`src/hw/rtl/blm_pkg.sv`:
```
`timescale 1ns / 1ps
// ----------------------------------------------------------------------------
// blm_pkg
// Shared widths, constants and control types for the block level meter.
// ----------------------------------------------------------------------------
package blm_pkg;

  // frame bound, capped at what the frame counter can hold
  localparam int MAX_FRAMES  = 4096;
  localparam int COUNT_W     = 13;
  localparam int COUNT_LIMIT = (2 ** COUNT_W) - 1;
  localparam int BOUND_INT   = (MAX_FRAMES > COUNT_LIMIT) ? COUNT_LIMIT :
                               ((MAX_FRAMES < 1) ? 1 : MAX_FRAMES);
  localparam logic [COUNT_W-1:0] FRAME_BOUND = COUNT_W'(BOUND_INT);

  // datapath widths
  localparam int SAMPLE_W = 16;
  localparam int MAG_W    = 16;
  localparam int SQ_W     = 2 * MAG_W;
  localparam int SUM_W    = 42;
  localparam int LEVEL_W  = 17;
  localparam int ROOT_W   = SUM_W / 2;
  localparam int SREM_W   = ROOT_W + 1;

  // iterative unit lengths
  localparam int DIV_STEPS  = SUM_W;
  localparam int SQRT_STEPS = ROOT_W;
  localparam int STEP_W     = $clog2(DIV_STEPS);

  // level_mode codes
  localparam logic [1:0] MODE_LAST = 2'd0;
  localparam logic [1:0] MODE_PEAK = 2'd1;
  localparam logic [1:0] MODE_RMS  = 2'd2;

  // controller to datapath
  typedef struct packed {
    logic take;         // sample item accepted
    logic take_end;     // accepted item closes the block
    logic load_direct;  // result from last sample or peak
    logic start_div;    // snapshot block sums into the divider
    logic div_step;
    logic sqrt_step;
    logic load_rms;     // result from the square root
  } blm_cmd_t;

  // datapath to controller
  typedef struct packed {
    logic mode_rms;
    logic out_free;
  } blm_sts_t;

endpackage

```
`src/hw/rtl/blm_ifs.sv`:
```
`timescale 1ns / 1ps
// ----------------------------------------------------------------------------
// blm_ifs
// Valid/ready channels of the block level meter: samples, levels, config.
// ----------------------------------------------------------------------------
interface blm_sample_if;
  logic        valid;
  logic        ready;
  logic signed [15:0] sample;
  logic        block_end;
  modport source (output valid, sample, block_end, input ready);
  modport sink   (input valid, sample, block_end, output ready);
endinterface

interface blm_level_if;
  logic        valid;
  logic        ready;
  logic signed [16:0] level;
  logic        overrun;
  modport source (output valid, level, overrun, input ready);
  modport sink   (input valid, level, overrun, output ready);
endinterface

interface blm_cfg_if;
  logic       valid;
  logic       ready;
  logic [1:0] level_mode;
  modport source (output valid, level_mode, input ready);
  modport sink   (input valid, level_mode, output ready);
endinterface

```
`src/hw/rtl/blm_ctrl.sv`:
```
`timescale 1ns / 1ps
// ----------------------------------------------------------------------------
// blm_ctrl
// Sequencer: sample intake, divide and square root passes, result load.
// ----------------------------------------------------------------------------
module blm_ctrl (
  input  logic                clk,
  input  logic                rst,
  input  logic                in_valid,
  input  logic                in_block_end,
  output logic                in_ready,
  input  blm_pkg::blm_sts_t   sts,
  output blm_pkg::blm_cmd_t   cmd
);

  localparam logic [1:0] ST_ACC  = 2'd0;
  localparam logic [1:0] ST_DIV  = 2'd1;
  localparam logic [1:0] ST_SQRT = 2'd2;
  localparam logic [1:0] ST_OUT  = 2'd3;

  localparam logic [blm_pkg::STEP_W-1:0] DIV_LAST  =
    blm_pkg::STEP_W'(blm_pkg::DIV_STEPS - 1);
  localparam logic [blm_pkg::STEP_W-1:0] SQRT_LAST =
    blm_pkg::STEP_W'(blm_pkg::SQRT_STEPS - 1);

  logic [1:0]                 state, state_next;
  logic [blm_pkg::STEP_W-1:0] step, step_next;
  logic                       take;

  // a block end waits until the result register can take its level
  assign in_ready = (state == ST_ACC) && (sts.out_free || !in_block_end);
  assign take     = in_valid && in_ready;

  // next state and commands
  always_comb begin
    state_next = state;
    step_next  = step;
    cmd        = '0;
    case (state)
      ST_ACC: begin
        cmd.take     = take;
        cmd.take_end = take && in_block_end;
        if (take && in_block_end) begin
          if (sts.mode_rms) begin
            cmd.start_div = 1'b1;
            step_next     = '0;
            state_next    = ST_DIV;
          end else begin
            cmd.load_direct = 1'b1;
          end
        end
      end
      ST_DIV: begin
        cmd.div_step = 1'b1;
        if (step == DIV_LAST) begin
          step_next  = '0;
          state_next = ST_SQRT;
        end else begin
          step_next = step + 1'b1;
        end
      end
      ST_SQRT: begin
        cmd.sqrt_step = 1'b1;
        if (step == SQRT_LAST) begin
          step_next  = '0;
          state_next = ST_OUT;
        end else begin
          step_next = step + 1'b1;
        end
      end
      ST_OUT: begin
        if (sts.out_free) begin
          cmd.load_rms = 1'b1;
          state_next   = ST_ACC;
        end
      end
      default: begin
        state_next = ST_ACC;
      end
    endcase
  end

  // state registers
  always_ff @(posedge clk) begin
    if (rst) begin
      state <= ST_ACC;
      step  <= '0;
    end else begin
      state <= state_next;
      step  <= step_next;
    end
  end

endmodule

```
`src/hw/rtl/blm_dpath.sv`:
```
`timescale 1ns / 1ps
// ----------------------------------------------------------------------------
// blm_dpath
// Accumulators, shared shift register for the divider and square root,
// and the result register.
// ----------------------------------------------------------------------------
module blm_dpath (
  input  logic                          clk,
  input  logic                          rst,
  input  logic                          cfg_we,
  input  logic [1:0]                    cfg_mode,
  input  logic signed [blm_pkg::SAMPLE_W-1:0] sample,
  input  logic                          out_ready,
  input  blm_pkg::blm_cmd_t             cmd,
  output blm_pkg::blm_sts_t             sts,
  output logic                          out_valid,
  output logic signed [blm_pkg::LEVEL_W-1:0] out_level,
  output logic                          out_overrun
);

  localparam int SUM_W   = blm_pkg::SUM_W;
  localparam int COUNT_W = blm_pkg::COUNT_W;
  localparam int ROOT_W  = blm_pkg::ROOT_W;
  localparam int SREM_W  = blm_pkg::SREM_W;

  logic [1:0]                  level_mode;
  logic [blm_pkg::MAG_W-1:0]   peak;
  logic [SUM_W-1:0]            sum;
  logic [COUNT_W-1:0]          count;
  logic                        ovr;

  logic [blm_pkg::LEVEL_W-1:0] s_ext, mag_ext;
  logic [blm_pkg::MAG_W-1:0]   mag, peak_next;
  logic [blm_pkg::SQ_W-1:0]    sq;
  logic [SUM_W:0]              sum_add;
  logic [SUM_W-1:0]            sum_next;
  logic [COUNT_W-1:0]          count_next;
  logic                        ovr_next, at_bound;
  logic [blm_pkg::LEVEL_W-1:0] direct_level;

  logic [SUM_W-1:0]            quot;
  logic [COUNT_W-1:0]          divisor;
  logic [COUNT_W-1:0]          drem;
  logic [COUNT_W:0]            drem_sh;
  logic                        div_ge;
  logic [ROOT_W-1:0]           root;
  logic [SREM_W-1:0]           srem;
  logic [SREM_W+1:0]           srem_sh, trial;
  logic                        sqrt_ge;
  logic                        ovr_hold;

  // sample magnitude and running sums including this item
  always_comb begin
    s_ext      = {sample[blm_pkg::SAMPLE_W-1], sample};
    mag_ext    = sample[blm_pkg::SAMPLE_W-1] ? (~s_ext + 1'b1) : s_ext;
    mag        = mag_ext[blm_pkg::MAG_W-1:0];
    peak_next  = (mag > peak) ? mag : peak;
    at_bound   = (count >= blm_pkg::FRAME_BOUND);
    sq         = mag * mag;
    sum_add    = {1'b0, sum} + (SUM_W + 1)'(sq);
    sum_next   = at_bound ? sum : (sum_add[SUM_W] ? '1 : sum_add[SUM_W-1:0]);
    count_next = at_bound ? count : count + 1'b1;
    ovr_next   = ovr | at_bound;
  end

  // level for last sample and peak modes
  assign direct_level = (level_mode == blm_pkg::MODE_PEAK) ?
                        {1'b0, peak_next} : s_ext;

  // restoring divide step, one quotient bit a cycle
  assign drem_sh = {drem, quot[SUM_W-1]};
  assign div_ge  = (drem_sh >= {1'b0, divisor});

  // square root step, two radicand bits a cycle
  assign srem_sh = {srem, quot[SUM_W-1:SUM_W-2]};
  assign trial   = {1'b0, root, 2'b01};
  assign sqrt_ge = (srem_sh >= trial);

  // configuration register
  always_ff @(posedge clk) begin
    if (rst) begin
      level_mode <= blm_pkg::MODE_LAST;
    end else if (cfg_we) begin
      level_mode <= cfg_mode;
    end
  end

  // block accumulators
  always_ff @(posedge clk) begin
    if (rst) begin
      peak  <= '0;
      sum   <= '0;
      count <= '0;
      ovr   <= 1'b0;
    end else if (cmd.take_end) begin
      peak  <= '0;
      sum   <= '0;
      count <= '0;
      ovr   <= 1'b0;
    end else if (cmd.take) begin
      peak  <= peak_next;
      sum   <= sum_next;
      count <= count_next;
      ovr   <= ovr_next;
    end
  end

  // shared divider and square root registers
  always_ff @(posedge clk) begin
    if (cmd.start_div) begin
      quot     <= sum_next;
      divisor  <= count_next;
      drem     <= '0;
      root     <= '0;
      srem     <= '0;
      ovr_hold <= ovr_next;
    end else if (cmd.div_step) begin
      drem <= div_ge ? COUNT_W'(drem_sh - {1'b0, divisor}) : drem_sh[COUNT_W-1:0];
      quot <= {quot[SUM_W-2:0], div_ge};
    end else if (cmd.sqrt_step) begin
      srem <= sqrt_ge ? SREM_W'(srem_sh - trial) : srem_sh[SREM_W-1:0];
      root <= {root[ROOT_W-2:0], sqrt_ge};
      quot <= {quot[SUM_W-3:0], 2'b00};
    end
  end

  // result register
  always_ff @(posedge clk) begin
    if (rst) begin
      out_valid <= 1'b0;
    end else if (cmd.load_direct || cmd.load_rms) begin
      out_valid <= 1'b1;
    end else if (out_ready) begin
      out_valid <= 1'b0;
    end
  end

  always_ff @(posedge clk) begin
    if (cmd.load_direct) begin
      out_level   <= direct_level;
      out_overrun <= ovr_next;
    end else if (cmd.load_rms) begin
      out_level   <= root[blm_pkg::LEVEL_W-1:0];
      out_overrun <= ovr_hold;
    end
  end

  // status
  assign sts.mode_rms = (level_mode == blm_pkg::MODE_RMS);
  assign sts.out_free = !out_valid || out_ready;

endmodule

```
`src/hw/rtl/block_level_meter.sv`:
```
`timescale 1ns / 1ps
// ----------------------------------------------------------------------------
// block_level_meter
// Block-wise peak, RMS or last-sample level of signed Q1.15 audio.
// ----------------------------------------------------------------------------
//  channel   dir  payload                        item
//  samples   in   sample[15:0], block_end        one audio sample
//  levels    out  level[16:0], overrun           one level per block
//  cfg       in   level_mode[1:0]                mode register write
//
// A block end in last sample or peak mode loads its level as it is taken; in
// RMS mode the intake is followed by the restoring divider and the square
// root, which share one shift register, and the result load, and no sample
// is taken until that load. Reset clears the accumulators and sets
// level_mode to 0. A block end is held off while an unread level sits in the
// output register; other samples keep flowing.
// ----------------------------------------------------------------------------
module block_level_meter (
  input  logic          clk,
  input  logic          rst,
  blm_sample_if.sink    samples,
  blm_level_if.source   levels,
  blm_cfg_if.sink       cfg
);

  blm_pkg::blm_cmd_t cmd;
  blm_pkg::blm_sts_t sts;

  // configuration writes are always taken
  assign cfg.ready = 1'b1;

  // sequencer
  blm_ctrl u_ctrl (
    .clk          (clk),
    .rst          (rst),
    .in_valid     (samples.valid),
    .in_block_end (samples.block_end),
    .in_ready     (samples.ready),
    .sts          (sts),
    .cmd          (cmd)
  );

  // accumulators, divide, root, result
  blm_dpath u_dpath (
    .clk         (clk),
    .rst         (rst),
    .cfg_we      (cfg.valid),
    .cfg_mode    (cfg.level_mode),
    .sample      (samples.sample),
    .out_ready   (levels.ready),
    .cmd         (cmd),
    .sts         (sts),
    .out_valid   (levels.valid),
    .out_level   (levels.level),
    .out_overrun (levels.overrun)
  );

endmodule

```
`src/flat_wrapper.sv`:
```
// flat-port wrapper written by rule: the top's interface ports become plain ports
module block_level_meter_flat 
  (clk, rst, samples_valid, samples_sample, samples_block_end, samples_ready, levels_valid, levels_level, levels_overrun, levels_ready, cfg_valid, cfg_level_mode, cfg_ready);
  blm_sample_if samples_i ();
  blm_level_if levels_i ();
  blm_cfg_if cfg_i ();
  input  logic clk;
  input  logic rst;
  input wire logic [$bits(samples_i.valid)-1:0] samples_valid;
  input wire logic [$bits(samples_i.sample)-1:0] samples_sample;
  input wire logic [$bits(samples_i.block_end)-1:0] samples_block_end;
  output wire logic [$bits(samples_i.ready)-1:0] samples_ready;
  output wire logic [$bits(levels_i.valid)-1:0] levels_valid;
  output wire logic [$bits(levels_i.level)-1:0] levels_level;
  output wire logic [$bits(levels_i.overrun)-1:0] levels_overrun;
  input wire logic [$bits(levels_i.ready)-1:0] levels_ready;
  input wire logic [$bits(cfg_i.valid)-1:0] cfg_valid;
  input wire logic [$bits(cfg_i.level_mode)-1:0] cfg_level_mode;
  output wire logic [$bits(cfg_i.ready)-1:0] cfg_ready;
  assign samples_i.valid = samples_valid;
  assign samples_i.sample = samples_sample;
  assign samples_i.block_end = samples_block_end;
  assign samples_ready = samples_i.ready;
  assign levels_valid = levels_i.valid;
  assign levels_level = levels_i.level;
  assign levels_overrun = levels_i.overrun;
  assign levels_i.ready = levels_ready;
  assign cfg_i.valid = cfg_valid;
  assign cfg_i.level_mode = cfg_level_mode;
  assign cfg_ready = cfg_i.ready;
  block_level_meter u_core (.clk(clk), .rst(rst), .samples(samples_i), .levels(levels_i), .cfg(cfg_i));
endmodule
```
`config.mk`:
```
export PLATFORM = sky130hd
export DESIGN_NAME = block_level_meter_flat
export DESIGN_NICKNAME = d
export VERILOG_FILES = /design/src/hw/rtl/blm_pkg.sv /design/src/hw/rtl/blm_ifs.sv /design/src/hw/rtl/blm_ctrl.sv /design/src/hw/rtl/blm_dpath.sv /design/src/hw/rtl/block_level_meter.sv /design/src/flat_wrapper.sv
export SDC_FILE = /design/constraint.sdc
export NUM_CORES = 1
export LEC_CHECK = 0
export BUFFER_PORTS_ARGS = -buffer_cell sky130_fd_sc_hd__clkbuf_2
export CORE_MARGIN = 5
export CORE_UTILIZATION = 40
export CTS_BUF_LIST = sky130_fd_sc_hd__clkbuf_2
export CTS_CLUSTER_SIZE = 10
export DETAILED_ROUTE_END_ITERATION = 8
export SLEW_MARGIN = 10
export SYNTH_ARGS = -nofsm -noshare
export SYNTH_HDL_FRONTEND = slang
export SYNTH_SLANG_ARGS = --single-unit
```
`constraint.sdc`:
```
create_clock -name clk -period 12.9 [get_ports clk]
set_clock_uncertainty 0.15 [all_clocks]
set_input_delay 0 -clock clk [delete_from_list [all_inputs] [get_ports clk]]
set_output_delay 0 -clock clk [all_outputs]
set_load 0.01 [all_outputs]
```
### After elaboration in Yosys (flattened, before gate mapping)

Cells that the tools add are included.

| word-level totals | value |
|---|---|
| register bits after elaboration | 213 |
| latch bits | 0 |
| memory bits (writable) | 0 |
| bits in read-only memories | 0 |
| bits of input ports | 24 |
| output and inout port bits | 21 |
| logic and storage cells | 95 |
| memories | 0 |

| cells by class | value |
|---|---|
| $add $sub $neg | 6 |
| multiply operators | 1 |
| div/mod/pow operators | 0 |
| $lt $le $gt $ge | 4 |
| eq/ne operators | 12 |
| shift-type cells | 0 |
| mux-type cells | 36 |
| bitwise logic cells | 3 |
| reduce and logical (&&, ||, !) cells | 17 |

Operator list:

| kind | count |
|---|---|
| two-way mux 42 bit | 5 |
| two-way mux 17 bit | 3 |
| adder 42 x 32 -> 43 bit | 1 |
| multiplier 16 x 16 -> 32 bit | 1 |
| two-way mux 16 bit | 2 |
| two-way mux 13 bit | 2 |
| greater-or-equal comparator 24 x 23 -> 1 bit | 1 |
| two-way mux 6 bit | 4 |
| two-way mux 22 bit | 1 |
| subtractor 22 bit | 1 |
| case mux 6 bit (3 select lines) | 1 |
| adder 16 x 1 -> 16 bit, second input constant | 1 |
| greater-than comparator 16 bit | 1 |
| NOT 16 bit | 1 |
| greater-or-equal comparator 14 x 13 -> 1 bit | 1 |
| adder 13 x 1 -> 13 bit, second input constant | 1 |
| greater-or-equal comparator 13 bit, second input constant | 1 |
| subtractor 13 bit | 1 |
| two-way mux 2 bit | 6 |
| two-way mux 1 bit | 10 |
| case mux 2 bit (4 select lines) | 1 |
| adder 6 x 1 -> 6 bit, second input constant | 1 |
| equality test 2 bit, second input constant | 3 |
| equality test 6 x 5 -> 1 bit, second input constant | 1 |
| 17 further kinds | 28 |

### Depth between registers and ports, before layout

Gate-level depths: netlist of run 1.

| logic depth | value |
|---|---|
| depth after elaboration | 10 |
| mapped depth | 33 |
| gate-level depth less buffers | 31 |

### Cells and area by module

From an unflattened synthesis of run 1, not the netlist that was laid out.

| second synthesis, totals | value |
|---|---|
| cell total of the unflattened synthesis | 2,467 |
| area total of the unflattened synthesis | 21,043.9 um2 |

By module, submodules not included:

| module | times used | cells each | area each (um2) | sequential area each (um2) |
|---|---|---|---|---|
| blm_dpath | 1 | 2,386 | 20,354.5 | 4,844.6 |
| blm_ctrl | 1 | 79 | 678.2 | 160.2 |
| block_level_meter | 1 | 2 | 11.3 | 0.0 |

### Least setup slack after synthesis of run 1

Ideal clock, no wire load.

| timing path | value |
|---|---|
| path kind | in2reg |
| start point | in samples_sample[0] |
| end point | reg u_core.u_dpath.quot[32], data pin |
| setup time | 0.269 ns |
| data arrival time | 7.416 ns |
| data required time | 12.481 ns |
| path slack | 5.065 ns |
| stages on the path | 27 |
| buffers on the path | 2 |
| path through | buf_6 -> or3_4 -> or4_4 -> o41ai_1 -> xnor2_1 -> clkinv_1 -> nor2_1 -> fa_1 -> fa_1 -> inv_1 -> fa_1 -> inv_1 -> fa_1 -> fa_1 -> inv_1 -> fa_1 -> inv_1 -> ha_1 -> nand2_1 -> o21ai_0 -> a221o_1 -> a21o_1 -> a31oi_2 -> nand2_1 -> buf_2 -> o221ai_1 -> o21ai_0 |

| between the ends | value |
|---|---|
| cells in the longest elaborated chain, start to end | 8 |

Ends and longest elaborated chain:

| element | line | RTL |
|---|---|---|
| start, declared | flat_wrapper.sv:10 | `input wire logic [$bits(samples_i.sample)-1:0] samples_sample;` |
| NOT 16 bit | blm_dpath.sv:55 | `mag_ext = sample[blm_pkg::SAMPLE_W-1] ? (~s_ext + 1'b1) : s_ext;` |
| adder 16 x 1 -> 16 bit | blm_dpath.sv:55 |  |
| two-way mux 16 bit (*) | blm_dpath.sv:55 |  |
| multiplier 16 x 16 -> 32 bit (*) | blm_dpath.sv:59 | `sq = mag * mag;` |
| adder 42 x 32 -> 43 bit (*) | blm_dpath.sv:60 | `sum_add = {1'b0, sum} + (SUM_W + 1)'(sq);` |
| two-way mux 42 bit (*) (2 in series) | blm_dpath.sv:61 | `sum_next = at_bound ? sum : (sum_add[SUM_W] ? '1 : sum_add[SUM_W-1:0]);` |
| two-way mux 42 bit (*) | blm_dpath.sv:110 | `if (cmd.start_div) begin` |
| end signal, assigned | blm_dpath.sv:111 | `quot <= sum_next;` |
| end signal, assigned | blm_dpath.sv:119 | `quot <= {quot[SUM_W-2:0], div_ge};` |
| end signal, assigned | blm_dpath.sv:123 | `quot <= {quot[SUM_W-3:0], 2'b00};` |
| end, declared | blm_dpath.sv:41 | `logic [SUM_W-1:0] quot;` |

Mark *: on every way between the ends. The rest lies on a longest branch, timed or not.
A chain may end at the register's enable or synchronous reset.

### Worst setup path after layout of run 1

| timing path | value |
|---|---|
| start point | in samples_sample[0] |
| end point | reg u_core.u_dpath.sum[1] |

| between the ends | value |
|---|---|
| cells in the longest elaborated chain, start to end | 7 |

Ends and longest elaborated chain:

| element | line | RTL |
|---|---|---|
| NOT 16 bit | blm_dpath.sv:55 |  |
| adder 16 x 1 -> 16 bit | blm_dpath.sv:55 |  |
| two-way mux 16 bit (*) | blm_dpath.sv:55 |  |
| multiplier 16 x 16 -> 32 bit (*) | blm_dpath.sv:59 |  |
| adder 42 x 32 -> 43 bit (*) | blm_dpath.sv:60 |  |
| two-way mux 42 bit (*) (2 in series) | blm_dpath.sv:61 |  |
| end signal, assigned | blm_dpath.sv:102 | `sum <= sum_next;` |
| end, declared | blm_dpath.sv:28 | `logic [SUM_W-1:0] sum;` |

Marked as above.

==> impl_metrics.tcl, run 1 <==
set metrics [dict create \
    synthCells 2327 \
    path_max_fanout 22 \
    dp_hpwl_um 40200 \
    setup_tns_ns 0 \
    grt_pass1_vias 17200 \
    die_y_um 237 \
    vias_per_cell 5.30 \
    drv_slew 0 \
    wirelength_um 53200 \
    period_needed_ns 9.76 \
    avgSynthCellArea_um2 8.87 \
    slew_headroom_pct 22.8 \
    r2r-end "u_core.u_dpath.sum[1]" \
    synth_edf_count 74 \
    syn_area_um2 20600 \
    worst_pin_slew_ns 1.15 \
    finalCritPeriodShare_pct 75.6 \
    yosys_warnings 0 \
    clk_latency_ns 1.00 \
    drtAntennaViolNets 0 \
    grt_pass1_wl_um 87400 \
    cap_violations 0 \
    ff2ff_setup_slack_ns 6.68 \
    r2r_cells 16 \
    holdPathStages 5 \
    crit_path_top_delay_cell "nand3_1" \
    clock_path_buffers 3 \
    drc_errors 0 \
    grt_max_degree 74 \
    postCtsSetupBuffers 0 \
    nets 2805 \
    antenna_found_initial 2 \
    wire_per_inst_um 16.9 \
    numCtsBuffers 59 \
    grt-ovfl-total 0 \
    min_to "u_core.u_dpath.out_level[16]" \
    syn2layout_area_growth_pct 9.72 \
    cts_tree "built" \
    finalHoldViolCount 0 \
    cp_slowest_stage_delay_ns 0.79 \
    worstPathRequired_ns 13.59 \
    synthFlopType "dfxtp_1" \
    hold_start "samples_block_end" \
    startpoint "samples_sample[0]" \
    gp_congestion 0.887 \
    status "finished, final reports clean" \
    htreeDepth 2 \
    yosysUniqueCellTypes 79 \
    die_area_um2 56300 \
    drt_iter0_drc 1033 \
    critPathKind "in -> reg" \
    layout-drive-gt1-share_pct 9.25 \
    r2r-start "u_core.u_dpath.sum[9]" \
    numPortBuffers 43 \
    cp.arrival_ns 10.45 \
    ioPinCount 45 \
    cts_root_buf "clkbuf_2" \
    cts.sink_count 213 \
    async_reset_ff_share_pct 0 \
    clock.fmax_ghz 0.102 \
    ys_seq_area_share_pct 24.2 \
    track_usage_pct 18.8 \
    initial_core_util_pct 40.3 \
    setup_violations 0 \
    rsz0062_at_grt "no" \
    end_kind "flip-flop" \
    drt_pass1_iterations 5 \
    startpoint_type "input port" \
    vias 16700 \
    clk_pin_slew_ns 0.09 \
    core_um2 51200 \
    worstHoldPathType "in -> reg" \
    die_width_um 237 \
    rows 83 \
    synth_seq_cells 213 \
]
==> cell usage in the layout, fill, tap and decap left out, types with 74 or more instances in the layout <==
master	synthesis	final
ha_1	168	166
edfxtp_1	74	74
nor2_1	162	161
a21oi_1	143	142
fa_1	195	195
inv_1	424	423
nand2_1	173	173
o21ai_0	118	117
dfxtp_1	139	138
mux2i_1	105	105
clkbuf_2	0	135
==> sequential cells by signal, indices dropped and copies added, names as in the netlist, 2 cells and up <==
name	cells
u_core.u_dpath.count	13
u_core.u_dpath.quot	42
u_core.u_ctrl.state	2
u_core.u_dpath.divisor	13
u_core.u_dpath.peak	16
u_core.u_ctrl.step	6
u_core.u_dpath.drem	13
u_core.u_dpath.sum	42
u_core.u_dpath.root	21
u_core.u_dpath.level_mode	2
u_core.u_dpath.srem	22
u_core.u_dpath.out_level	17
==> through the flow <==
stage	std cells	util [%]	area [um^2]	hold slack [ns]	setup WS, ns
2_1_floorplan	2337	-	20700	-0.00280	5.06
3_3_place_gp	2980	42.1	21500	0.127	2.95
3_5_place_dp	2980	42.1	21500	0.117	2.88
4_1_cts	3146	44.2	22600	0.00934	3.33
5_1_grt	3148	44.2	22600	0.0983	2.65
6_report	3148	44.2	22600	0.119	3.14
==> cell type report <==
type / instances / area (um^2)
timing repair buffer: 122 / 951
fill: 5016 / 28500
antenna: 2 / 5.00
clock inverter: 17 / 75.1
inverter: 432 / 1620
tap: 680 / 851
sequential: 213 / 5010
clock buffer: 92 / 460
multi-input combinational: 1590 / 13700
==> logic make-up (layout without fill, tap and decap cells) <==
kind of cell	Yosys count	in the layout	synth area share [%]
buf+inv	534	663	9.87
simple gates	510	510	11.3
compound gates	493	493	15.7
fa+ha+maj	363	363	29.1
flops	213	213	24.2
mux	111	111	5.42
xor+xnor	101	101	4.32
other cells	2	14	0.0364
==> critical path, delay by kind of cell <==
kind            cells  cell delay (ns)
xor+xnor            1             0.67
simple gates        4             1.81
fa+ha+maj           8             3.74
buf+inv            10             2.26
compound gates      7             1.91
==> what timing repair did <==
item                      4_1_cts  5_1_grt
gates resized for setup         0        0
hold endpoints to repair      207        0
hold buffers                   57        0
==> per-layer routing <==
metal	global-route usage, %	vias to the layer above	part of all wire [%]
met4	5.98	0	2.6
met5	0	-	0
met3	2.98	95	5.1
met2	32.7	461	49
met1	24.2	8138	43
li1	-	7976	-
==> worst max path at each step <==
| stage | to | slack, ns | cells after the start |
|---|---|---|---|
| 6_report | u_core.u_dpath.sum[1] | 3.14 | 30 |
| 5_1_grt | u_core.u_dpath.sum[5] | 2.65 | 30 |
| 4_1_cts | u_core.u_dpath.sum[10] | 3.33 | 30 |
| 3_5_place_dp | u_core.u_dpath.sum[27] | 2.88 | 29 |
| 3_3_place_gp | u_core.u_dpath.sum[27] | 2.95 | 29 |
| 2_1_floorplan | u_core.u_dpath.quot[32] | 5.06 | 27 |
==> Yosys cell counts (5+ instances only) <==
library cell  count  area (um^2)
clkbuf_1         80          300
o221a_2          24          270
a311oi_1          6         52.6
a221o_1           9         90.1
nand4_1          18          113
xor2_1           52          455
o311ai_0         12          105
buf_1            10         37.5
o21ai_0         118          591
or3_1             5         31.3
a21oi_1         143          716
dfxtp_1         139         2780
a31oi_1           7         43.8
a21boi_0          5         37.5
inv_1           424         1590
a22oi_1          15          113
nand3_1          36          180
mux2i_1         105         1050
a21o_1           43          323
nand2_1         173          649
mux2_2            6         67.6
o21bai_1         11         82.6
and2_1            6         37.5
xnor2_1          48          420
o21a_1           12         90.1
o22ai_1           7         43.8
o31ai_1          10         75.1
nor2b_1          15         93.8
buf_2             8         40.0
nor3_1           27          135
a211oi_1         18          135
and3_1           17          106
o221ai_1         12          105
ha_1            168         2100
nor2_1          162          608
o211ai_1          9         67.6
or2_2             8         50.1
nand2b_1         18          113
fa_1            195         3900
edfxtp_1         74         2220
Power of run 1 is not shown: default switching activity piles up to over one toggle a cycle in this logic, so the estimate is an artifact.
==> run 2: changes to the inputs <==
==> constraint.sdc (replaced) <==
create_clock -name clk -period 8.33 [get_ports clk]
set_clock_uncertainty 0.15 [all_clocks]
set_input_delay 0 -clock clk [delete_from_list [all_inputs] [get_ports clk]]
set_output_delay 0 -clock clk [all_outputs]
set_load 0.01 [all_outputs]
==> impl_metrics.tcl, run 2 (synthesis gave the netlist of run 1 again) <==
set metrics [dict create \
    drt_pass1_iterations 5 \
    busiest_layer "met2" \
    clock_path_buffers 3 \
    finalHoldViolCount 0 \
    rsz0062_at_grt "no" \
    antenna_found_initial 1 \
    crit_path_top_delay_cell "dlygate4sd3_1" \
    drtAntennaViolNets 0 \
    rows 83 \
    cp.arrival_ns 8.34 \
    ff2ff_setup_slack_ns 2.65 \
    cts.sink_count 213 \
    min_to "u_core.u_dpath.peak[4]" \
    startpoint_type "input port" \
    setup_violations 0 \
    die_y_um 237 \
    regArea_um2 5010 \
    cpMostUsedCell "fa_1" \
    die_width_um 237 \
    grt_pass1_wl_um 91100 \
    r2r_cells 17 \
    drt_iter0_drc 1129 \
    use_met2_pct 33.5 \
    die_area_um2 56300 \
    dp_hpwl_um 41400 \
    hold_start "samples_valid" \
    layout_commonest_cell "inv_1" \
    top_regs "u_core.u_dpath.quot x42, u_core.u_dpath.sum x42, u_core.u_dpath.srem x22" \
    cts_root_buf "clkbuf_2" \
    met3_usage_pct 3.75 \
    cp_slowest_stage_delay_ns 0.57 \
    drc_errors 0 \
    path_max_fanout 9 \
    numCtsBuffers 66 \
    period_needed_ns 7.82 \
    grt_max_degree 74 \
    vias_per_cell 5.31 \
    worst_pin_slew_ns 1.16 \
    critPathKind "in -> reg" \
    use_met1_pct 25.4 \
    multi_input_comb_area_um2 13700 \
    vias 17100 \
    drv_slew 0 \
    fill_cells 4939 \
    cap_violations 0 \
    cts_tree "built" \
    nets 2872 \
    slew_headroom_pct 22.7 \
    wirelength_um 55100 \
    initial_core_util_pct 40.3 \
    postCtsSetupBuffers 0 \
    clk_latency_ns 1.01 \
    status "finished, final reports clean" \
    syn2layout_area_growth_pct 12.6 \
    worstPathRequired_ns 8.86 \
    holdPathStages 6 \
    layout-drive-gt1-share_pct 11.1 \
    finalCritPeriodShare_pct 93.9 \
    core_um2 51200 \
    r2r-end "u_core.u_dpath.quot[3]" \
    final_cell_mix "423 x inv_1, 195 x fa_1, 173 x nand2_1" \
    numPortBuffers 43 \
    clk_pin_slew_ns 0.10 \
    worstHoldPathType "in -> reg" \
    wire_per_inst_um 17.1 \
    ioPinCount 45 \
    clock.fmax_ghz 0.128 \
    end_kind "flip-flop" \
    setup_tns_ns 0 \
    grt_pass1_vias 17800 \
    r2r-start "u_core.u_dpath.sum[9]" \
    htreeDepth 3 \
    gp_congestion 0.962 \
    track_usage_pct 19.8 \
    grt-ovfl-total 0 \
]
## run 2: worst max-delay path by stage
stage	to	slack [ns]	start	cells after the start
final	u_core.u_dpath.quot[37]	0.51	samples_sample[1]	29
after global routing	u_core.u_dpath.quot[31]	0.06	samples_sample[0]	32
after CTS	u_core.u_dpath.quot[3]	0.62	samples_sample[1]	30
after detailed placement	u_core.u_dpath.quot[37]	0.20	samples_sample[2]	28
after global placement	u_core.u_dpath.quot[27]	0.28	samples_sample[2]	29
after floorplan	u_core.u_dpath.quot[32]	0.49	samples_sample[0]	27
## run 2: cell type report
cell class	count	share of cell area [%]
clock inverters	19	0.598
well taps	680	3.66
multi-input cells	1590	58.9
flip-flops and latches	213	21.5
inverters	432	6.98
repair buffers	182	6.21
diodes	3	0.0323
clock buffers	98	2.11
## run 2: worst max-delay path, delay by kind of cell
family | cells | cell delay (ns)
AO/OA/AOI/OAI | 5 | 0.93
AND/OR/NAND/NOR | 8 | 2.15
adder cells (fa/ha/maj) | 7 | 3.55
buffers and inverters | 7 | 1.25
XOR/XNOR | 2 | 0.45
## run 2: timing repair
item,CTS,global route
hold buffers,74,0
hold endpoints to repair,204,0
resized for setup,0,0
## run 2: stage by stage
stage | utilization [%] | area [um^2] | setup slack [ns] | hold slack [ns] | instances
after global placement | 42.7 | 21900 | 0.281 | 0.0989 | 3023
after global routing | 45.4 | 23200 | 0.0628 | 0.0902 | 3215
after CTS | 45.4 | 23200 | 0.620 | 0.0132 | 3214
final | 45.4 | 23200 | 0.512 | 0.136 | 3217
after detailed placement | 42.7 | 21900 | 0.196 | 0.0962 | 3023
after floorplan | - | 20700 | 0.495 | -0.00280 | 2337
## run 2: metal layers
metal,part of all wire (%),up-vias,wire length (um)
li1,-,8114,-
met1,43,8364,23900
met2,48,471,26500
met3,5.3,125,2930
met4,3.2,0,1760
met5,0,-,0
Power of run 2 is left out for the same reason.
==> run 3: changes to the inputs <==
--- a/config.mk
+++ b/config.mk
@@ -6,11 +6,14 @@
 export NUM_CORES = 1
 export LEC_CHECK = 0
 export BUFFER_PORTS_ARGS = -buffer_cell sky130_fd_sc_hd__clkbuf_2
+export CELL_PAD_IN_SITES_DETAIL_PLACEMENT = 2
+export CELL_PAD_IN_SITES_GLOBAL_PLACEMENT = 2
 export CORE_MARGIN = 5
-export CORE_UTILIZATION = 40
+export CORE_UTILIZATION = 38
 export CTS_BUF_LIST = sky130_fd_sc_hd__clkbuf_2
 export CTS_CLUSTER_SIZE = 10
 export DETAILED_ROUTE_END_ITERATION = 8
+export PLACE_DENSITY_LB_ADDON = 0.1
 export SLEW_MARGIN = 10
 export SYNTH_ARGS = -nofsm -noshare
 export SYNTH_HDL_FRONTEND = slang
==> impl_metrics.tcl, run 3 (synthesis gave the netlist of run 1 again) <==
set metrics [dict create \
    status "finished, final reports clean" \
    drtAntennaViolNets 0 \
    regArea_um2 5010 \
    grt-ovfl-total 0 \
    grt_max_degree 75 \
    die_width_um 243 \
    hold_start "samples_block_end" \
    r2r-end "u_core.u_dpath.quot[20]" \
    fin_cells 3249 \
    end_kind "flip-flop" \
    track_usage_pct 24.5 \
    finalCritPeriodShare_pct 96.8 \
    vias 17600 \
    clk_pin_slew_ns 0.10 \
    period_needed_ns 8.06 \
    dp_hpwl_um 53300 \
    cap_violations 0 \
    ff2ff_setup_slack_ns 2.58 \
    rsz0062_at_grt "no" \
    core_um2 53800 \
    critPathKind "in -> reg" \
    drv_slew 0 \
    gp_congestion 0.854 \
    fin_util_pct 43.3 \
    numPortBuffers 43 \
    multi_input_comb_area_um2 13700 \
    setup_violations 0 \
    worst_pin_slew_ns 1.17 \
    layout_commonest_cell "inv_1" \
    die_area_um2 59100 \
    drt_pass1_iterations 5 \
    final_cell_mix "422 x inv_1, 195 x fa_1, 173 x nand2_1" \
    drc_errors 0 \
    dp.cells 3060 \
    wirelength_um 71600 \
    cp_slowest_stage_delay_ns 0.59 \
    die_y_um 243 \
    worstPathRequired_ns 8.88 \
    holdPathStages 5 \
    startpoint_type "input port" \
    r2r_cells 19 \
    vias_per_cell 5.40 \
    fill_cells 6024 \
    critPathTopFamily "adder cells" \
    cts.sink_count 213 \
    r2r-start "u_core.u_dpath.sum[8]" \
    whs_ns 0.230 \
    worstHoldPathType "in -> reg" \
    rows 85 \
    cp_num_buf_inv 8 \
    cp.arrival_ns 8.61 \
    ioPinCount 45 \
    slew_headroom_pct 22.1 \
    drt_iter0_drc 700 \
    htreeDepth 3 \
    finalHoldViolCount 0 \
    grt_pass1_vias 20500 \
    cts_tree "built" \
    numCtsBuffers 69 \
    top_regs "u_core.u_dpath.quot x42, u_core.u_dpath.sum x42, u_core.u_dpath.srem x22" \
    clk_latency_ns 1.03 \
    clock_path_buffers 3 \
    min_to "u_core.u_dpath.out_level[10]" \
    layout-drive-gt1-share_pct 12.2 \
    cts_root_buf "clkbuf_2" \
    nets 2879 \
    syn2layout_area_growth_pct 13.0 \
    cpMostUsedCell "fa_1" \
    wire_per_inst_um 22.0 \
    antenna_found_initial 3 \
    clock.fmax_ghz 0.124 \
    initial_core_util_pct 38.4 \
    grt_pass1_wl_um 115000 \
    crit_path_top_delay_cell "dlygate4sd3_1" \
    path_max_fanout 14 \
]
run 3: cell count changes in the layout (fill, tap and decap cells not counted), sizes merged:
cell,previous run,this run
buf,65,86
clkbuf,141,149
clkinv,17,21
clkinvlp,2,1
diode,3,5
dlygate4sd3,74,57
inv,430,429
run 3: timing repair:
| item | CTS | global route |
|---|---|---|
| setup endpoints to repair | 0 | 9 |
| hold endpoints to repair | 186 | 0 |
| hold buffers | 57 | 0 |
| buffers inserted | 0 | 0 |
| resized for setup | 0 | 4 |
run 3: worst max-delay path by stage:
stage	startpoint	endpoint	slack, ns	cells past startpoint
after floorplan	samples_sample[0]	u_core.u_dpath.quot[32]	0.49	27
after CTS	samples_sample[0]	u_core.u_dpath.quot[37]	0.29	31
after global routing	samples_sample[0]	u_core.u_dpath.quot[34]	0.04	27
final	samples_sample[0]	u_core.u_dpath.quot[20]	0.27	28
after detailed placement	samples_sample[2]	u_core.u_dpath.quot[37]	-0.22	29
after global placement	samples_sample[1]	u_core.u_dpath.quot[37]	0.04	30
run 3: through the flow:
| step | setup WS (ns) | TNS [ns] | instance area [um^2] |
|---|---|---|---|
| floorplan | 0.495 | 0 | 20700 |
| global placement | 0.0406 | 0 | 22100 |
| detailed placement | -0.218 | -0.955 | 22100 |
| CTS | 0.291 | 0 | 23300 |
| global route | 0.0450 | 0 | 23300 |
| finish | 0.266 | 0 | 23300 |
run 3: final cells by class:
type | count | share of cell area, %
clock buffers | 106 | 2.27
repair buffers | 186 | 6.14
flip-flops and latches | 213 | 21.5
inverters | 432 | 6.96
diodes | 5 | 0.0536
well taps | 696 | 3.73
multi-input cells | 1590 | 58.8
clock inverters | 21 | 0.606
run 3: worst register-to-register path, stage by stage (launching register included):
cell	delay, ns
dfxtp_1	0.36
inv_1	0.08
fa_1	0.53
inv_1	0.05
fa_1	0.50
inv_1	0.05
fa_1	0.47
fa_1	0.55
inv_1	0.04
ha_1	0.24
a21oi_1	0.26
o211ai_1	0.29
a31oi_1	0.38
a31oi_1	0.20
a21o_1	0.25
a31oi_2	0.20
buf_4	0.33
a21oi_1	0.12
a211oi_1	0.27
a21oi_1	0.08
run 3: metal layers:
metal | vias up | global-route usage [%] | wire [um]
li1 | 8107 | - | -
met1 | 9099 | 29.4 | 30100
met2 | 253 | 46.2 | 37900
met3 | 98 | 3.25 | 2150
met4 | 0 | 6.28 | 1440
met5 | - | 0 | 0
Power of run 3 is left out for the same reason.
